$ cat config.mk
export PLATFORM = sky130hd
export DESIGN_NAME = modbus_read_response_parser
export DESIGN_NICKNAME = d
export VERILOG_FILES = /design/src/design/mrrp_pkg.sv /design/src/design/mrrp_crc_unit.sv /design/src/design/mrrp_value_ram.sv /design/src/design/modbus_read_response_parser.sv
export VERILOG_INCLUDE_DIRS = /design/src /design/src/design
export SDC_FILE = /design/constraint.sdc
export NUM_CORES = 1
export LEC_CHECK = 0
export ABC_AREA = 1
export BUFFER_PORTS_ARGS = -buffer_cell sky130_fd_sc_hd__buf_4
export CAP_MARGIN = 10
export CORE_UTILIZATION = 40
export DETAILED_ROUTE_END_ITERATION = 12
export HOLD_SLACK_MARGIN = 0.08
export PLACE_DENSITY = 0.6
export SLEW_MARGIN = 20
export SYNTH_ARGS = -nofsm -noshare
export SYNTH_HDL_FRONTEND = slang
export SYNTH_SLANG_ARGS = --single-unit
$ cat constraint.sdc
create_clock -name clk -period 3.5 [get_ports clk]
set_input_delay 0.175 -clock clk [delete_from_list [all_inputs] [get_ports clk]]
set_output_delay 0.175 -clock clk [all_outputs]
set_load 0.03 [all_outputs]
$ cat src/design/assert_macros.svh
`ifndef ASSERT_MACROS_SVH
`define ASSERT_MACROS_SVH

// clocked check, off while in reset
`define MRRP_ASSERT(lbl, prop, msg) \
  lbl: assert property (@(posedge clk) disable iff (!rst_n) prop) else $error(msg);

// clocked check that some condition never shows up
`define MRRP_NEVER(lbl, expr, msg) \
  lbl: assert property (@(posedge clk) disable iff (!rst_n) !(expr)) else $error(msg);

`endif

$ cat src/design/mrrp_pkg.sv
`timescale 1ns / 1ps
`default_nettype none

package mrrp_pkg;

  localparam int MAX_VALUES = 64;
  localparam int IDX_W      = $clog2(MAX_VALUES);
  localparam int CNT_W      = 7;
  localparam int POS_W      = 9;
  localparam int CFG_IDX_W  = 2;

  localparam logic [POS_W-1:0] POS_MAX  = 9'd511;
  localparam logic [15:0]      CRC_SEED = 16'hFFFF;
  localparam logic [15:0]      CRC_POLY = 16'hA001;
  localparam logic [3:0]       CRC_BITS = 4'd8;

  localparam logic [CFG_IDX_W-1:0] CFG_STATION  = 2'd0;
  localparam logic [CFG_IDX_W-1:0] CFG_FUNCTION = 2'd1;
  localparam logic [CFG_IDX_W-1:0] CFG_MAX_REGS = 2'd2;

  typedef enum logic [2:0] {
    ST_OK         = 3'd0,
    ST_SHORT      = 3'd1,
    ST_MISMATCH   = 3'd2,
    ST_BAD_COUNT  = 3'd3,
    ST_INCOMPLETE = 3'd4,
    ST_CRC        = 3'd5
  } status_t;

  typedef struct packed {
    logic [7:0] rx_byte;
    logic       frame_end;
  } in_t;

  typedef struct packed {
    status_t            status;
    logic [5:0]         reg_index;
    logic signed [15:0] reg_value;
    logic [6:0]         reg_count;
    logic               last;
  } out_t;

  typedef struct packed {
    logic       clear;
    logic       start;
    logic [7:0] data;
  } crc_ctrl_t;

endpackage

`default_nettype wire

$ cat src/design/mrrp_crc_unit.sv
`timescale 1ns / 1ps
`default_nettype none
`include "assert_macros.svh"

module mrrp_crc_unit (
  input  logic               clk,
  input  logic               rst_n,
  input  mrrp_pkg::crc_ctrl_t ctrl,
  output logic               busy,
  output logic [15:0]        crc
);
  import mrrp_pkg::*;

  logic [15:0] crc_r, crc_nxt;
  logic [3:0]  cnt_r, cnt_nxt;

  always_comb begin
    crc_nxt = crc_r;
    cnt_nxt = cnt_r;
    if (ctrl.clear) begin
      crc_nxt = CRC_SEED;
    end else if (ctrl.start) begin
      crc_nxt = crc_r ^ {8'h00, ctrl.data};
      cnt_nxt = CRC_BITS;
    end else if (cnt_r != 4'd0) begin
      // one reflected shift per cycle
      crc_nxt = crc_r[0] ? ((crc_r >> 1) ^ CRC_POLY) : (crc_r >> 1);
      cnt_nxt = cnt_r - 4'd1;
    end
  end

  always_ff @(posedge clk) begin
    if (!rst_n) begin
      crc_r <= CRC_SEED;
      cnt_r <= 4'd0;
    end else begin
      crc_r <= crc_nxt;
      cnt_r <= cnt_nxt;
    end
  end

  assign busy = (cnt_r != 4'd0);
  assign crc  = crc_r;

  `MRRP_NEVER(a_start_while_busy, ctrl.start && busy, "crc byte started while shifting")
  `MRRP_ASSERT(a_start_loads, ctrl.start && !ctrl.clear |=> cnt_r == CRC_BITS, "crc count not loaded")

endmodule

`default_nettype wire

$ cat src/design/mrrp_value_ram.sv
`timescale 1ns / 1ps
`default_nettype none

module mrrp_value_ram (
  input  logic                       clk,
  input  logic                       wr_en,
  input  logic [mrrp_pkg::IDX_W-1:0] wr_addr,
  input  logic [15:0]                wr_data,
  input  logic                       rd_en,
  input  logic [mrrp_pkg::IDX_W-1:0] rd_addr,
  output logic [15:0]                rd_data
);
  import mrrp_pkg::*;

  logic [15:0] mem [MAX_VALUES];
  logic [15:0] rd_data_r;

  always_ff @(posedge clk) begin
    if (wr_en) begin
      mem[wr_addr] <= wr_data;
    end
  end

  always_ff @(posedge clk) begin
    if (rd_en) begin
      rd_data_r <= mem[rd_addr];
    end
  end

  assign rd_data = rd_data_r;

endmodule

`default_nettype wire

$ cat src/design/modbus_read_response_parser.sv
`timescale 1ns / 1ps
`default_nettype none
`include "assert_macros.svh"

// Modbus RTU read-holding-registers response parser. Frame bytes enter one per
// transaction on in_*, with frame_end set on the last byte of a frame. Each byte
// of address, function, byte count and data passes through a bit-serial CRC16
// unit, so such a byte holds the input while the unit shifts it (accept, shift,
// hand-back); bytes outside the CRC span do not wait. At frame end the checks
// run, then each register value leaves on out_* (value store read, then output
// load, held while out_* stalls), or one error transaction is sent with status
// set and zero count, index and value. The output register lets the next frame's
// bytes come in while the last result waits. Configuration writes on cfg_* are
// always taken and are meant for times when no frame is underway.
module modbus_read_response_parser (
  input  logic                                clk,
  input  logic                                rst_n,
  input  logic                                in_valid,
  output logic                                in_ready,
  input  mrrp_pkg::in_t                       in_data,
  output logic                                out_valid,
  input  logic                                out_ready,
  output mrrp_pkg::out_t                      out_data,
  input  logic                                cfg_valid,
  output logic                                cfg_ready,
  input  logic [mrrp_pkg::CFG_IDX_W-1:0]      cfg_index,
  input  logic [7:0]                          cfg_data
);
  import mrrp_pkg::*;

  typedef enum logic [5:0] {
    S_IDLE  = 6'b000001,
    S_CRC   = 6'b000010,
    S_CHECK = 6'b000100,
    S_ERR   = 6'b001000,
    S_RD    = 6'b010000,
    S_WR    = 6'b100000
  } state_t;

  localparam logic [7:0]       MAX_VAL8 = 8'(MAX_VALUES);
  localparam logic [CNT_W-1:0] MAX_VALC = CNT_W'(MAX_VALUES);

  state_t           state_r, state_nxt;
  logic [POS_W-1:0] pos_r, pos_nxt;
  logic [7:0]       first_r, first_nxt;
  logic [7:0]       second_r, second_nxt;
  logic [7:0]       bc_r, bc_nxt;
  logic [15:0]      rcrc_r, rcrc_nxt;
  logic [7:0]       pend_r, pend_nxt;
  logic             end_r, end_nxt;
  logic [7:0]       station_r, station_nxt;
  logic [7:0]       func_r, func_nxt;
  logic [6:0]       maxreg_r, maxreg_nxt;
  status_t          status_r, status_nxt;
  logic [CNT_W-1:0] n_r, n_nxt;
  logic [IDX_W-1:0] idx_r, idx_nxt;
  logic             out_valid_r, out_valid_nxt;
  out_t             out_data_r, out_data_nxt;

  crc_ctrl_t        crc_ctrl;
  logic             crc_busy;
  logic [15:0]      crc_val;

  logic             ram_wr_en, ram_rd_en;
  logic [IDX_W-1:0] ram_wr_addr;
  logic [15:0]      ram_wr_data, ram_rd_data;

  logic             in_acc, out_free;
  logic [POS_W-1:0] bc_plus3, off;
  logic [7:0]       ri;
  logic             crc_en, is_last;
  logic [CNT_W-1:0] half, lim;

  mrrp_crc_unit u_crc (
    .clk   (clk),
    .rst_n (rst_n),
    .ctrl  (crc_ctrl),
    .busy  (crc_busy),
    .crc   (crc_val)
  );

  mrrp_value_ram u_ram (
    .clk     (clk),
    .wr_en   (ram_wr_en),
    .wr_addr (ram_wr_addr),
    .wr_data (ram_wr_data),
    .rd_en   (ram_rd_en),
    .rd_addr (idx_r),
    .rd_data (ram_rd_data)
  );

  assign in_ready  = (state_r == S_IDLE);
  assign in_acc    = in_valid && in_ready;
  assign out_free  = !out_valid_r || out_ready;
  assign cfg_ready = 1'b1;

  assign bc_plus3 = {1'b0, bc_r} + 9'd3;
  assign crc_en   = (pos_r < bc_plus3);
  assign off      = pos_r - 9'd3;
  assign ri       = off[8:1];
  assign is_last  = (CNT_W'(idx_r) + CNT_W'(1)) == n_r;
  assign half     = CNT_W'(bc_r[7:1]);
  assign lim      = (half < maxreg_r) ? half : maxreg_r;

  always_comb begin
    state_nxt     = state_r;
    pos_nxt       = pos_r;
    first_nxt     = first_r;
    second_nxt    = second_r;
    bc_nxt        = bc_r;
    rcrc_nxt      = rcrc_r;
    pend_nxt      = pend_r;
    end_nxt       = end_r;
    status_nxt    = status_r;
    n_nxt         = n_r;
    idx_nxt       = idx_r;
    out_valid_nxt = out_valid_r && !out_ready;
    out_data_nxt  = out_data_r;
    crc_ctrl      = '0;
    crc_ctrl.data = in_data.rx_byte;
    ram_wr_en     = 1'b0;
    ram_wr_addr   = ri[IDX_W-1:0];
    ram_wr_data   = {pend_r, in_data.rx_byte};
    ram_rd_en     = 1'b0;

    unique case (state_r)
      S_IDLE: begin
        if (in_acc) begin
          end_nxt = in_data.frame_end;
          if (crc_en) begin
            crc_ctrl.start = 1'b1;
            if (pos_r == 9'd0) begin
              first_nxt = in_data.rx_byte;
            end else if (pos_r == 9'd1) begin
              second_nxt = in_data.rx_byte;
            end else if (pos_r == 9'd2) begin
              bc_nxt = in_data.rx_byte;
            end else if (!off[0]) begin
              pend_nxt = in_data.rx_byte;
            end else begin
              ram_wr_en = (ri < MAX_VAL8);
            end
          end else if (pos_r == bc_plus3) begin
            rcrc_nxt = {rcrc_r[15:8], in_data.rx_byte};
          end else if (pos_r == bc_plus3 + 9'd1) begin
            rcrc_nxt = {in_data.rx_byte, rcrc_r[7:0]};
          end
          if (pos_r != POS_MAX) begin
            pos_nxt = pos_r + 9'd1;
          end
          if (crc_en) begin
            state_nxt = S_CRC;
          end else if (in_data.frame_end) begin
            state_nxt = S_CHECK;
          end
        end
      end
      S_CRC: begin
        if (!crc_busy) begin
          state_nxt = end_r ? S_CHECK : S_IDLE;
        end
      end
      S_CHECK: begin
        // checks in priority order, first failure wins
        if (pos_r < 9'd5 || maxreg_r == 7'd0) begin
          status_nxt = ST_SHORT;
        end else if (first_r != station_r || second_r != func_r) begin
          status_nxt = ST_MISMATCH;
        end else if (bc_r == 8'd0 || bc_r[0]) begin
          status_nxt = ST_BAD_COUNT;
        end else if (pos_r < {1'b0, bc_r} + 9'd5) begin
          status_nxt = ST_INCOMPLETE;
        end else if (crc_val != rcrc_r) begin
          status_nxt = ST_CRC;
        end else begin
          status_nxt = ST_OK;
        end
        n_nxt     = (lim < MAX_VALC) ? lim : MAX_VALC;
        idx_nxt   = '0;
        state_nxt = (status_nxt == ST_OK) ? S_RD : S_ERR;
      end
      S_ERR: begin
        if (out_free) begin
          out_valid_nxt          = 1'b1;
          out_data_nxt.status    = status_r;
          out_data_nxt.reg_index = '0;
          out_data_nxt.reg_value = '0;
          out_data_nxt.reg_count = '0;
          out_data_nxt.last      = 1'b1;
          state_nxt              = S_IDLE;
        end
      end
      S_RD: begin
        ram_rd_en = 1'b1;
        state_nxt = S_WR;
      end
      S_WR: begin
        if (out_free) begin
          out_valid_nxt          = 1'b1;
          out_data_nxt.status    = ST_OK;
          out_data_nxt.reg_index = 6'(idx_r);
          out_data_nxt.reg_value = ram_rd_data;
          out_data_nxt.reg_count = n_r;
          out_data_nxt.last      = is_last;
          if (is_last) begin
            state_nxt = S_IDLE;
          end else begin
            idx_nxt   = idx_r + IDX_W'(1);
            state_nxt = S_RD;
          end
        end
      end
      default: begin
        state_nxt = S_IDLE;
      end
    endcase

    // frame state back to its start values once the frame is answered
    if ((state_r == S_ERR || (state_r == S_WR && is_last)) && out_free) begin
      pos_nxt        = '0;
      first_nxt      = '0;
      second_nxt     = '0;
      bc_nxt         = '0;
      rcrc_nxt       = '0;
      pend_nxt       = '0;
      end_nxt        = 1'b0;
      crc_ctrl.clear = 1'b1;
    end
  end

  always_comb begin
    station_nxt = station_r;
    func_nxt    = func_r;
    maxreg_nxt  = maxreg_r;
    if (cfg_valid && cfg_ready) begin
      unique case (cfg_index)
        CFG_STATION:  station_nxt = cfg_data;
        CFG_FUNCTION: func_nxt    = cfg_data;
        CFG_MAX_REGS: maxreg_nxt  = cfg_data[6:0];
        default: ;
      endcase
    end
  end

  always_ff @(posedge clk) begin
    if (!rst_n) begin
      state_r     <= S_IDLE;
      pos_r       <= '0;
      first_r     <= '0;
      second_r    <= '0;
      bc_r        <= '0;
      rcrc_r      <= '0;
      pend_r      <= '0;
      end_r       <= 1'b0;
      station_r   <= 8'd10;
      func_r      <= 8'd3;
      maxreg_r    <= 7'd64;
      status_r    <= ST_OK;
      n_r         <= '0;
      idx_r       <= '0;
      out_valid_r <= 1'b0;
    end else begin
      state_r     <= state_nxt;
      pos_r       <= pos_nxt;
      first_r     <= first_nxt;
      second_r    <= second_nxt;
      bc_r        <= bc_nxt;
      rcrc_r      <= rcrc_nxt;
      pend_r      <= pend_nxt;
      end_r       <= end_nxt;
      station_r   <= station_nxt;
      func_r      <= func_nxt;
      maxreg_r    <= maxreg_nxt;
      status_r    <= status_nxt;
      n_r         <= n_nxt;
      idx_r       <= idx_nxt;
      out_valid_r <= out_valid_nxt;
    end
  end

  always_ff @(posedge clk) begin
    out_data_r <= out_data_nxt;
  end

  assign out_valid = out_valid_r;
  assign out_data  = out_data_r;

  `MRRP_NEVER(a_ready_while_shifting, in_ready && crc_busy, "input taken while crc unit busy")
  `MRRP_ASSERT(a_error_shape,
    out_valid && out_data.status != ST_OK |-> out_data.reg_count == '0 && out_data.last,
    "error transaction not single and empty")
  `MRRP_ASSERT(a_idx_in_range,
    (state_r == S_RD || state_r == S_WR) |-> CNT_W'(idx_r) < n_r,
    "value index past delivered count")

endmodule

`default_nettype wire
=== Word level (Yosys, flattened, before mapping) ===
Memories as Yosys holds them, arrays and structs flattened. A register that Yosys moved wholly into a read port is not among the register bits.
Index checks and enable logic that the tools add are counted.

* Memories: 1
* Bits in writable memories: 1024
* Output and inout port bits: 36
* Register bits: 157
* Logic and storage cells: 155

{| class="wikitable"
|+ Memories
! memory !! words !! width !! rd ports !! clocked after Yosys merged registers in !! wr ports !! line !! text
|-
| u_ram.mem || 64 || 16 || 1 || 1 || 1 || mrrp_value_ram.sv:15 || <nowiki>logic [15:0] mem [MAX_VALUES];</nowiki>
|}

* Bitwise logic cells: 10
* Muxes and demuxes: 46
* $add $sub $neg: 8
* Order comparisons: 6
* Equality and inequality tests: 23
* Reductions and logical operators: 38

{| class="wikitable"
|+ Operators by type and width
! kind !! count
|-
| two-way mux 33 bit || 2
|-
| one-hot mux 33 bit (2 select lines) || 1
|-
| two-way mux 16 bit || 3
|-
| two-way mux 6 bit || 8
|-
| one-hot mux 6 bit (6 select lines) || 1
|-
| two-way mux 3 bit || 7
|-
| adder 9 x 1 -> 9 bit (second input constant) || 2
|-
| == test 9 bit || 2
|-
| < comparator 9 bit || 2
|-
| two-way mux 1 bit || 16
|-
| != test 16 bit || 1
|-
| != test 8 bit || 2
|-
| bitwise XOR 16 x 8 -> 16 bit || 1
|-
| AND reduction 5 bit || 3
|-
| two-way mux 7 bit || 2
|-
| one-hot mux 6 bit (2 select lines) || 1
|-
| two-way mux 5 bit || 2
|-
| AND reduction 2 bit || 5
|-
| adder 8 x 2 -> 9 bit (second input constant) || 1
|-
| adder 8 x 3 -> 9 bit (second input constant) || 1
|-
| == test 9 x 1 -> 1 bit (second input constant) || 1
|-
| == test 9 x 2 -> 1 bit (second input constant) || 1
|-
| zero test 9 bit || 1
|-
| < comparator 9 x 3 -> 1 bit (second input constant) || 1
|-
| 38 further kinds || 64
|}

=== Depth between registers and ports, before layout ===
* Word-level depth: 11
* Depth in mapped cells: 20

=== By module ===
From an unflattened synthesis, not the netlist that was laid out.

* Cells, all modules: 4674
* Area total of the unflattened synthesis: 50805.0 um^2

{| class="wikitable"
|+ By module, submodules not included
! module !! area each (um^2) !! times used !! cells an instance
|-
| mrrp_value_ram || 42265.5 || 1 || 3531
|-
| modbus_read_response_parser || 7568.5 || 1 || 1015
|-
| mrrp_crc_unit || 970.9 || 1 || 128
|}

=== Worst setup path after synthesis ===
OpenSTA, ideal clock, no wires.

* Path type: register -> register
* From: register bc_r[0]
* To: memory u_ram.mem[0][0] (enable)
* Setup time: 0.388 ns
* Cell stages (with the launch flop): 18
* Slack: -0.240 ns
* Path buffers: 0
* Arrival: 3.351 ns
* Required time: 3.112 ns
* Cell sequence: dfxtp_1 inv_1 ha_1 inv_1 nand3_1 nor2_2 nand2_1 nand2_1 inv_1 ha_1 a21oi_1 o21a_1 nand3_1 inv_1 nand2_1 nor2_8 nand3_4 nor2_1

* Longest elaborated chain between the ends: 7

{| class="wikitable"
|+ RTL lines
! what !! line !! text
|-
| start: declaration || modbus_read_response_parser.sv:47 || <nowiki>logic [7:0] bc_r, bc_nxt;</nowiki>
|-
| start signal: assignment || modbus_read_response_parser.sv:267 || <nowiki>bc_r <= bc_nxt;</nowiki>
|-
| adder 8 x 2 -> 9 bit || modbus_read_response_parser.sv:97 || <nowiki>assign bc_plus3 = {1'b0, bc_r} + 9'd3;</nowiki>
|-
| < comparator 9 bit || modbus_read_response_parser.sv:98 || <nowiki>assign crc_en = (pos_r < bc_plus3);</nowiki>
|-
| two-way mux 1 bit || modbus_read_response_parser.sv:130 || <nowiki>if (crc_en) begin</nowiki>
|-
| two-way mux 1 bit || modbus_read_response_parser.sv:128 || <nowiki>if (in_acc) begin</nowiki>
|-
| two-way mux 1 bit || modbus_read_response_parser.sv:126 || <nowiki>unique case (state_r)</nowiki>
|-
| two-way mux 1 bit || mrrp_value_ram.sv:19 || <nowiki>if (wr_en) begin</nowiki>
|-
| two-way mux 1 bit (not written as such) || mrrp_value_ram.sv:20 || <nowiki>mem[wr_addr] <= wr_data;</nowiki>
|-
| end: declaration || mrrp_value_ram.sv:15 ||
|}

Every way passes these cells.

=== Final worst setup path ===
* From: register bc_r[0]
* To: memory u_ram.mem[34][2] (enable)

Same word-level chain as after synthesis.

==> flow_summary.ini <==
[route]
via_count = 34000
drcViolationCount = 0
wl_um = 148000
viasPerCell = 5.65
wl_per_cell_um = 24.5
drt_iter0_markers = 4193
final_antenna_net_count = 0
firstDrtPassIters = 7

[power_and_ir_drop]
finalPower_mw = 31.1
vdd_drop_max_mv = 0.469
p_leak_nw = 19.3
p_per_area_mw_per_mm2 = 544
pwr-share-seq_pct = 50.9
pwr-share-comb_pct = 6.2
pwr-share-clk_pct = 42.9
intPower_mw = 24.1
netSwitchingFraction_pct = 22.7
switchingPower_mw = 7.07

[logic_synthesis]
synthesis.nets = 4165
synth-edff-count = 1073
postSynthCellCount = 4109
synth_area_per_cell_um2 = 11.9
synth_warnings = 0
syn_area_mm2 = 0.0490
synth.distinct_cells = 46
dominantRegCellSynth = edfxtp_1
postSynth.asyncResetShare_pct = 0
synth_seq_area_share_pct = 70.8
ys_seq_elements = 1197

[timing]
slew_headroom_pct = 24.5
finalCritPeriodShare_pct = 93.0
drv_slew = 0
fmax_ghz = 0.307
fin_crit_ns = 3.25
clock-skew-final_ns = 0.0315
hold_viol_final = 0
worst_pin_slew_ns = 1.13
finalSetupViolations = 0
worst_slack_ns = 0.246

[cts]
htreeDepth = 3
path_clk_slew_ns = 0.06
tritoncts = done
clockRootBuffer = clkbuf_16
clk_latency_ns = 0.73
cts_made_buffers = 118
clk_path_buf_depth = 3
cts_sinks = 1197

[worst_hold_path]
hp-start = cfg_data[4]
worstHoldPathCells = 4
hold_end = station_r[4]
min_path_type = in -> reg

[setup_path]
timing.rr.end = u_ram.mem[34][2]
path_max_fanout = 16
r2r_start = bc_r[0]
end_kind = register
cp.arrival_ns = 3.68
r2r_slack_ns = 0.25
crit_type = reg -> reg
r2r_cells = 20
critPathRequiredTime_ns = 3.92
startpoint_type = register

[global_route]
grt_usage_pct = 23.1
grt_pass1_vias = 32400
grt-ovfl-total = 0
antenna_found_initial = 3
grt_pass1_wl_um = 213000
grt_max_degree = 120

[die]
fp.dieW_um = 352
core_mm2 = 0.122
rows = 128
die-area_mm2 = 0.124
start_util_pct = 40.3
die_h_um = 352
io_pins = 60

[place]
post-dp-hpwl_um = 93100
place_congestion = 0.928
port_buffers = 58
dpl_worst_slack_ns = 0.0506
placed_area_mm2 = 0.0524

[final_layout]
area_growth_syn_to_layout_pct = 16.7
drive_above_1_share_pct = 12.9
final_util_pct = 47.0
design_area_mm2 = 0.0572
antenna_cells = 0
layout.nets = 4349

[flow_run]
cap_violations = 0

[outcome]
status = complete, no violations
power groups by stage:
stage | logic, mW | registers (mW) | clock network (mW)
global route | 2.10 | 15.9 | 14.0
floorplan | 1.11 | 16.1 | 0
CTS | 1.76 | 15.9 | 13.5
detailed placement | 1.72 | 16.2 | 0
global placement | 1.70 | 16.2 | 0
finish | 1.92 | 15.9 | 13.4
layout make-up:
type / instances / area (µm²)
clock inverters: 93 / 1100
clock buffers: 133 / 3020
inverters: 138 / 539
repair buffers: 327 / 3110
well taps: 1625 / 2030
multi-input cells: 2511 / 12700
flip-flops and latches: 1197 / 34700
fillers: 10800 / 64500
logic make-up after synthesis:
family / count (synthesis) / synth area share [%]
buf+inv: 401 / 3.37
xor+xnor: 42 / 0.750
compound gates: 1163 / 13.3
other cells: 1 / 0.00765
fa+ha+maj: 32 / 0.817
simple gates: 1273 / 11.0
flops: 1197 / 70.8
worst max-delay path, stage by stage (launching register included):
cell,delay (ns)
dfxtp_1,0.33
inv_1,0.06
ha_1,0.20
inv_1,0.07
nand3_1,0.11
nor2_2,0.12
nand2_1,0.06
nand2_1,0.09
inv_1,0.07
ha_1,0.30
a21oi_1,0.14
o21a_1,0.12
nand3_1,0.11
inv_1,0.10
nand2_1,0.13
nor2_8,0.15
buf_12,0.14
nand3_4,0.07
buf_12,0.18
nor2_1,0.18
buf_6,0.23
registers in the layout, indices dropped and copies added, names as in the netlist:
signal and count:
idx_r 6, u_crc.crc 16, n_r 7, second_r 8
pend_r 8, end_r 1, bc_r 8, pos_r 9
status_r 3, first_r 8, u_crc.cnt_r 4, func_r 8
rcrc_r 16, out_valid 1, u_ram.rd_data 16, maxreg_r 7
out_data 33, u_ram.mem 1024, state_r 6, station_r 8
layer usage:
| layer | vias up | wire [µm] | GRT usage [%] |
|---|---|---|---|
| met5 | - | 13 | 0 |
| met3 | 322 | 11800 | 4.12 |
| li1 | 15400 | - | - |
| met1 | 16800 | 60300 | 30.8 |
| met4 | 2 | 5780 | 8.88 |
| met2 | 1588 | 69700 | 37.7 |
synth_stat cells, types with 2 or more instances:
library cell / instances / area (µm²)
or2_0: 4 / 25.0
nor3_1: 10 / 50.1
o211ai_1: 60 / 450
buf_4: 12 / 90.1
nor4_1: 3 / 18.8
xor2_1: 28 / 245
nand4_2: 2 / 25.0
o21bai_1: 3 / 22.5
o2111ai_1: 3 / 26.3
xnor2_1: 14 / 123
buf_6: 6 / 67.6
o21ai_1: 22 / 110
nand3_1: 71 / 355
a21oi_1: 79 / 395
inv_2: 8 / 30.0
nor2_1: 841 / 3160
or2_2: 24 / 150
nand2_1: 233 / 875
ha_1: 32 / 400
a21oi_2: 2 / 17.5
buf_1: 8 / 30.0
nand4_1: 30 / 188
nor2_2: 12 / 75.1
dfxtp_1: 124 / 2480
buf_2: 46 / 230
clkbuf_1: 191 / 717
o22ai_1: 268 / 1680
inv_1: 130 / 488
edfxtp_1: 1073 / 32200
o21ai_0: 664 / 3320
nand3_4: 9 / 158
a31oi_1: 2 / 12.5
nor3_4: 2 / 32.5
nand3b_1: 9 / 67.6
a211oi_1: 26 / 195
nor2_4: 6 / 67.6
nand2_2: 8 / 50.1
nand3_2: 3 / 30.0
o221ai_1: 32 / 280
or2_1: 3 / 18.8
how the worst max path moves through the flow:
| stage | start | end | slack, ns | cells past startpoint |
|---|---|---|---|---|
| after floorplan | bc_r[0] | u_ram.mem[0][0] | -0.24 | 17 |
| after global placement | bc_r[0] | u_ram.mem[63][0] | 0.02 | 17 |
| after detailed placement | bc_r[0] | u_ram.mem[47][4] | 0.05 | 18 |
| after CTS | idx_r[0] | end_r | 0.04 | 15 |
| after global routing | bc_r[0] | u_ram.mem[63][0] | -0.03 | 20 |
| final | bc_r[0] | u_ram.mem[34][2] | 0.25 | 20 |
stage by stage:
step,TNS [ns],hold slack [ns],cells
after floorplan,-245.48,0.274,4109
after global placement,0,0.417,5741
after detailed placement,0,0.429,5741
after CTS,0,0.229,6010
after global routing,-0.789,0.271,6024
final,0,0.269,6024
what timing repair did:
| item | 4_1_cts | 5_1_grt |
|---|---|---|
| hold buffers | 43 | 0 |
| gates resized for setup | 0 | 32 |
| setup buffers | 0 | 13 |
| setup endpoints to repair | 0 | 1029 |
| endpoints found under the hold margin | 226 | 0 |
layout by cell type, fill, tap and decap left out, types with 22 or more instances in the layout:
master         instances
clkinv_1              27
edfxtp_1            1073
o221ai_1              32
buf_6                 27
nand4_1               30
inv_1                126
dfxtp_1              111
ha_1                  32
clkinv_2              23
nor2_1               840
buf_12                36
o21ai_0              664
nand2_1              233
dlygate4sd3_1         43
o22ai_1              268
or2_2                 24
o211ai_1              60
a211oi_1              26
o21ai_1               22
a21oi_1               78
nand3_1               71
buf_4                221
xor2_1                28
clkbuf_16            118
(Power assumes the default switching activity.)
